`src/sv/mdpc_pkg.sv`:
```
package mdpc_pkg;

  // Default build-time sizes
  localparam int HALF_WINDOW_DEF = 10;
  localparam int MAX_COLS_DEF    = 1024;
  localparam int MAX_ROWS_DEF    = 1024;

  // Fixed field widths
  localparam int DEPTH_BITS  = 16;
  localparam int COLOUR_BITS = 32;
  localparam int CFG_IDX_W   = 3;
  localparam int CFG_DATA_W  = 24;
  localparam int INV_FRAC    = 24;

  // Configuration register indexes
  localparam logic [CFG_IDX_W-1:0] CFG_MIN_DEPTH = 3'd0;
  localparam logic [CFG_IDX_W-1:0] CFG_MAX_DEPTH = 3'd1;
  localparam logic [CFG_IDX_W-1:0] CFG_CENTER_X  = 3'd2;
  localparam logic [CFG_IDX_W-1:0] CFG_CENTER_Y  = 3'd3;
  localparam logic [CFG_IDX_W-1:0] CFG_INV_FX    = 3'd4;
  localparam logic [CFG_IDX_W-1:0] CFG_INV_FY    = 3'd5;
  localparam logic [CFG_IDX_W-1:0] CFG_FRAME_W   = 3'd6;
  localparam logic [CFG_IDX_W-1:0] CFG_FRAME_H   = 3'd7;

  // Register reset values
  localparam logic [15:0] RST_MIN_DEPTH = 16'd10;
  localparam logic [15:0] RST_MAX_DEPTH = 16'd2000;
  localparam logic [13:0] RST_CENTER_X  = 14'd5112;
  localparam logic [13:0] RST_CENTER_Y  = 14'd3832;
  localparam logic [23:0] RST_INV_FX    = 24'd31957;
  localparam logic [23:0] RST_INV_FY    = 24'd31957;
  localparam logic [10:0] RST_FRAME_W   = 11'd640;
  localparam logic [10:0] RST_FRAME_H   = 11'd480;

  // Item kinds
  localparam logic MODE_PIXEL = 1'b0;
  localparam logic MODE_FLUSH = 1'b1;

  typedef struct packed {
    logic        mode;
    logic [15:0] depth_mm;
    logic        mask_bit;
    logic [7:0]  blue;
    logic [7:0]  green;
    logic [7:0]  red;
    logic [7:0]  alpha;
  } pix_item_t;

  typedef struct packed {
    logic               keep;
    logic signed [31:0] x_pos;
    logic signed [31:0] y_pos;
    logic [15:0]        z_mm;
    logic [7:0]         out_blue;
    logic [7:0]         out_green;
    logic [7:0]         out_red;
    logic [7:0]         out_alpha;
    logic               frame_last;
  } point_item_t;

  // Controller to datapath
  typedef struct packed {
    logic capture;
    logic new_frame;
    logic calc_size;
    logic write_pix;
    logic h_update;
    logic v_addr;
    logic v_calc;
    logic mul1;
    logic mul2;
    logic load_out;
  } dp_cmd_t;

  // Datapath to controller
  typedef struct packed {
    logic is_flush;
    logic start_frame;
    logic emit_due;
    logic h_pending;
    logic out_free;
  } dp_status_t;

endpackage

```
`src/sv/mdpc_ctrl.sv`:
```
module mdpc_ctrl (
  input  logic                 clk,
  input  logic                 rst_n,
  input  logic                 in_valid,
  output logic                 in_ready,
  input  mdpc_pkg::dp_status_t status,
  output mdpc_pkg::dp_cmd_t    cmd
);
  import mdpc_pkg::*;

  typedef enum logic [3:0] {
    S_IDLE, S_START, S_SIZE, S_WRITE, S_HCHK, S_HUPD,
    S_VADDR, S_VWAIT, S_VCALC, S_MUL1, S_MUL2, S_OUT
  } state_t;

  state_t state_r, state_nxt;

  // State register
  always_ff @(posedge clk) begin
    if (!rst_n) begin
      state_r <= S_IDLE;
    end else begin
      state_r <= state_nxt;
    end
  end

  assign in_ready = (state_r == S_IDLE);

  // Sequencing of one item
  always_comb begin
    state_nxt = state_r;
    cmd       = '0;
    unique case (state_r)
      S_IDLE: begin
        if (in_valid) begin
          cmd.capture = 1'b1;
          state_nxt   = S_START;
        end
      end
      S_START: begin
        if (status.is_flush) begin
          state_nxt = status.emit_due ? S_HCHK : S_IDLE;
        end else if (status.start_frame) begin
          cmd.new_frame = 1'b1;
          state_nxt     = S_SIZE;
        end else begin
          state_nxt = S_WRITE;
        end
      end
      S_SIZE: begin
        cmd.calc_size = 1'b1;
        state_nxt     = S_WRITE;
      end
      S_WRITE: begin
        cmd.write_pix = 1'b1;
        state_nxt     = S_HCHK;
      end
      S_HCHK: begin
        if (status.h_pending) begin
          state_nxt = S_HUPD;
        end else if (status.emit_due) begin
          state_nxt = S_VADDR;
        end else begin
          state_nxt = S_IDLE;
        end
      end
      S_HUPD: begin
        cmd.h_update = 1'b1;
        state_nxt    = S_HCHK;
      end
      S_VADDR: begin
        cmd.v_addr = 1'b1;
        state_nxt  = S_VWAIT;
      end
      S_VWAIT: begin
        state_nxt = S_VCALC;
      end
      S_VCALC: begin
        cmd.v_calc = 1'b1;
        state_nxt  = S_MUL1;
      end
      S_MUL1: begin
        cmd.mul1  = 1'b1;
        state_nxt = S_MUL2;
      end
      S_MUL2: begin
        cmd.mul2  = 1'b1;
        state_nxt = S_OUT;
      end
      S_OUT: begin
        if (status.out_free) begin
          cmd.load_out = 1'b1;
          state_nxt    = S_IDLE;
        end
      end
      default: state_nxt = S_IDLE;
    endcase
  end

endmodule

```
`config.mk`:
```
export PLATFORM = sky130hd
export DESIGN_NAME = mdpc_ctrl
export DESIGN_NICKNAME = d
export VERILOG_FILES = /design/src/sv/mdpc_pkg.sv /design/src/sv/mdpc_ctrl.sv
export SDC_FILE = /design/constraint.sdc
export NUM_CORES = 1
export LEC_CHECK = 0
export BUFFER_PORTS_ARGS = -buffer_cell sky130_fd_sc_hd__buf_4
export CORE_AREA = 5 5 42 44
export DETAILED_ROUTE_END_ITERATION = 12
export DIE_AREA = 0 0 47 49
export PLACE_DENSITY_LB_ADDON = 0.3
export SYNTH_ARGS = -nofsm -noshare
export SYNTH_HDL_FRONTEND = slang
export SYNTH_SLANG_ARGS = --single-unit
```
`constraint.sdc`:
```
create_clock -name clk -period 1.97 [get_ports clk]
set_input_delay 0.394 -clock clk [delete_from_list [all_inputs] [get_ports clk]]
set_output_delay 0.394 -clock clk [all_outputs]
set_load 0.05 [all_outputs]
```
Word-level counts from Yosys, hierarchy flattened:

Cells that the tools add are included.

* equality and inequality tests: 13
* muxes and demuxes: 22
* reductions and logical operators: 3

Operator list (number)
* $pmux 4 s11: 1
* $eq 4x3->1 const B: 4
* $eq 4x4->1 const B: 4
* $mux 4: 4
* $mux 1: 15
* $eq 4x2->1 const B: 2
* $mux 3: 2
* $eq 4x1->1 const B: 1
* $logic_not 4->1: 1
* $ne 2x2->1 const B: 2
* $reduce_and 2->1: 1
* $reduce_or 2->1: 1

* register bits: 4
* input port bits: 8
* output and inout bits: 11
* word-level logic and storage cells: 39

Logic depth before layout (Yosys ltp):

* depth in word-level cells: 3
* mapped depth: 6
* mapped depth without buffers: 4

Least setup slack after synthesis:

OpenSTA, ideal clock, no wires.

* path type: register -> output
* start point: register state_r[1]
* end point: output cmd[8] in the netlist's numbering
* arrival: 2.421 ns
* data required time: 1.576 ns
* path slack: -0.845 ns
* cell stages (with the launch flop): 5
* buffers on the path: 2
* path through: dfxtp_1 -> buf_6 -> or2_1 -> clkbuf_2 -> nor4b_1

RTL lines
* start: declaration: RTL line mdpc_ctrl.sv:16 `state_t state_r, state_nxt;`
* start signal: assignment: RTL line mdpc_ctrl.sv:23 `state_r <= state_nxt;`
* end: declaration: RTL line mdpc_ctrl.sv:7 `output mdpc_pkg::dp_cmd_t cmd`

==> out/metrics.csv <==
stage;metric;value;unit
yosys;Yosys Warn Count;0;
detailed_routing;starting DRC count in detailed routing;15;
yosys;XOR/XNOR Fraction of Synth Area;0;%
sta;Final setup viols;0;
worst_hold_path;worst hold path class;input pin to flop;
yosys;Synth Flop Type;dfxtp_1;
critical_path;Reg2Reg Setup Slack;0.52;ns
power;leakage power;0.259;nW
layout;layout cells sized above 1;48.6;%
layout;nets;84;
yosys;Seq/Total Area, Yosys;21.1;%
clock_tree;hold buffers post-CTS;0;
sta;final worst slack;0.113;ns
die;Die X;47;um
layout;max reg flops;4;
critical_path;FF-to-FF End;state_r[0];
sta;worst slew pin tran;0.315;ns
yosys;cell area after synthesis;380;um^2
sta;clk_skew;0.00630;ns
power;Pwr Density;821;nW/um^2
sta;Setup TNS Final;0;ns
clock_tree;H-tree depth;1;
yosys;Mapped Nets;62;
yosys;largest family of logic cells by synthesized area;simple AND/OR/NAND/NOR gates;
critical_path;crit-path max FO;7;
power;Tot Pwr;0.484;mW
layout;biggest regs;state_r (4);
critical_path;crit end category;output port;
grt;largest net degree at the start of global routing;16;
detailed_routing;DR vias;476;
sta;post-route minimum period;1.86;ns
clock_tree;clk_lat worst skew;0.24;ns
detailed_routing;vias per std cell;5.29;
sta;fmax;539;MHz
place;worst slack, placed;0.348;ns
layout;Top reg by flops;state_r;
sta;Worst Hold Margin;0.373;ns
detailed_routing;WL/cell;11.9;um
grt;first-pass GRT wire length;1930;um
critical_path;Crit. Startpoint;state_r[2];
detailed_routing;final wirelength;1070;um
detailed_routing;DRC;0;
layout;Layout Area Growth over Synthesis;54.9;%
run;max cap viols;0;
sta;relative slew slack;79.0;%
yosys;post-synth top area share;21.1;%
clock_tree;Worst-path clk slew;0.04;ns
grt;GRT Util Overall;11.0;%
critical_path;r2r worst-path depth;4;
critical_path;Critical Path End;cmd[9];
die;I/O pin count;19;
critical_path;Data arrival, critical path;1.46;ns
critical_path;WS Path Type;flop to output port;
place;DP Area;567;um^2
clock_tree;CTS tree;yes;
clock_tree;Num CTS Buffers;3;
yosys;synthesized-area fraction occupied by adder cells;0;%
layout;final non-filler cell total;90;
power;maximum vdd ir drop;0.436;mV
layout;fin area;589;um^2
place;HPWL after detailed placement;868;um
grt;total grt overflow;0;
die;Starting Density;27.1;%
clock_tree;clock buffer depth;2;
sta;final hold viol count;0;
detailed_routing;DRT Pass-1 Iters;4;
layout;antenna cell count;0;
yosys;Synth top cells by count;5 x a21oi_1, 5 x nor2_1, 5 x nor3_1, 4 x dfxtp_1, 4 x nand2_1;
place;gp weighted congestion;0.804;
clock_tree;setup bufs post-CTS;0;
sta;max-slew violation count;0;
clock_tree;Root Buffer;clkbuf_4;
detailed_routing;Routed Antenna Nets;0;
die;die height;49;um
die;core area;1400;um^2
critical_path;FF-to-FF Start;state_r[2];
yosys;Synth async-reset ratio;0;%
yosys;mux cell area share after synthesis;0;%
critical_path;Critical Path Source Type;flop;
layout;Layout Utilization;42.1;%
yosys;cell taking the most area after synthesis;dfxtp_1;
sta;RSZ-0062 raised after global routing;false;
grt;vias in the first global route;435;
yosys;average size of a mapped cell;7.04;um^2
sta;period utilisation layout;94.3;%
yosys;Post-synth EDFFs;0;
die;row count;14;
yosys;Synth Area in Compound Gates;23.7;%
worst_hold_path;HP Start;status[0];
place;DP Cell Count;87;
outcome;status;complete, no violations;
clock_tree;Num Clock Sinks;4;
yosys;Cells after Synth;54;
yosys;Cell variety after synth;28;
clock_tree;post_cts resized;0;
critical_path;worst path required time;1.58;ns
yosys;synth top area cells;dfxtp_1 21%, a21oi_1 6.6%, nor3_1 6.6%;
grt;initial antenna violation count;0;
place;IO buf count;18;
yosys;Synth Register Bits;4;
yosys;simple-gate share of the synthesized area;42.1;%
die;die footprint;2300;um^2
worst min path at each step:
stage                       to  slack [ns]  cells after the start
finish              state_r[0]        0.37                      2
global route        state_r[0]        0.37                      2
CTS                 state_r[0]        0.37                      2
detailed placement  state_r[0]        0.62                      2
global placement    state_r[2]        0.59                      2
floorplan           state_r[0]        0.50                      1
cells in the final DEF (no fill, tap or decap), types with 2 or more instances in the layout:
master / synthesis / routed
o21ai_0: 2 / 2
nor2_1: 5 / 5
a21oi_1: 5 / 5
inv_1: 3 / 3
dfxtp_1: 4 / 4
buf_4: 1 / 22
nor3_2: 0 / 3
nand2b_1: 2 / 2
clkbuf_4: 0 / 3
or2b_2: 2 / 2
nor4_1: 2 / 2
nand2_1: 4 / 4
nand3b_1: 2 / 2
worst max-delay path, cell delays in order (launching register included):
cell	delay, ns
dfxtp_1	0.34
or2_1	0.36
nor3_4	0.20
and2_4	0.15
buf_4	0.18
metal layers:
metal  up-vias  global-route usage, %  wire, um
li1        235                      -         -
met1       219                   15.4       442
met2        20                   16.1       545
met3         2                   2.21        66
met4         0                   4.15        19
met5         -                      0         0
kinds of logic after synthesis:
kind of cell / count (synthesis)
flip-flops: 4
AO/OA/AOI/OAI: 14
AND/OR/NAND/NOR: 28
buffers and inverters: 8
report_power, final:
part	leakage [nW]	total (mW)	switching (mW)	internal (mW)
clock	0.0138	0.103	0.0346	0.0682
sequential	0.0328	0.104	0.0112	0.0925
combinational	0.212	0.277	0.170	0.108
total	0.259	0.484	0.215	0.268
cell type report:
| type | instances | area [um^2] |
|---|---|---|
| fill | 149 | 812 |
| clock buffer | 3 | 22.5 |
| tap | 16 | 20.0 |
| sequential | 4 | 80.1 |
| inverter | 3 | 11.3 |
| multi-input combinational | 42 | 290 |
| timing repair buffer | 22 | 165 |
(Power assumes the default switching activity.)
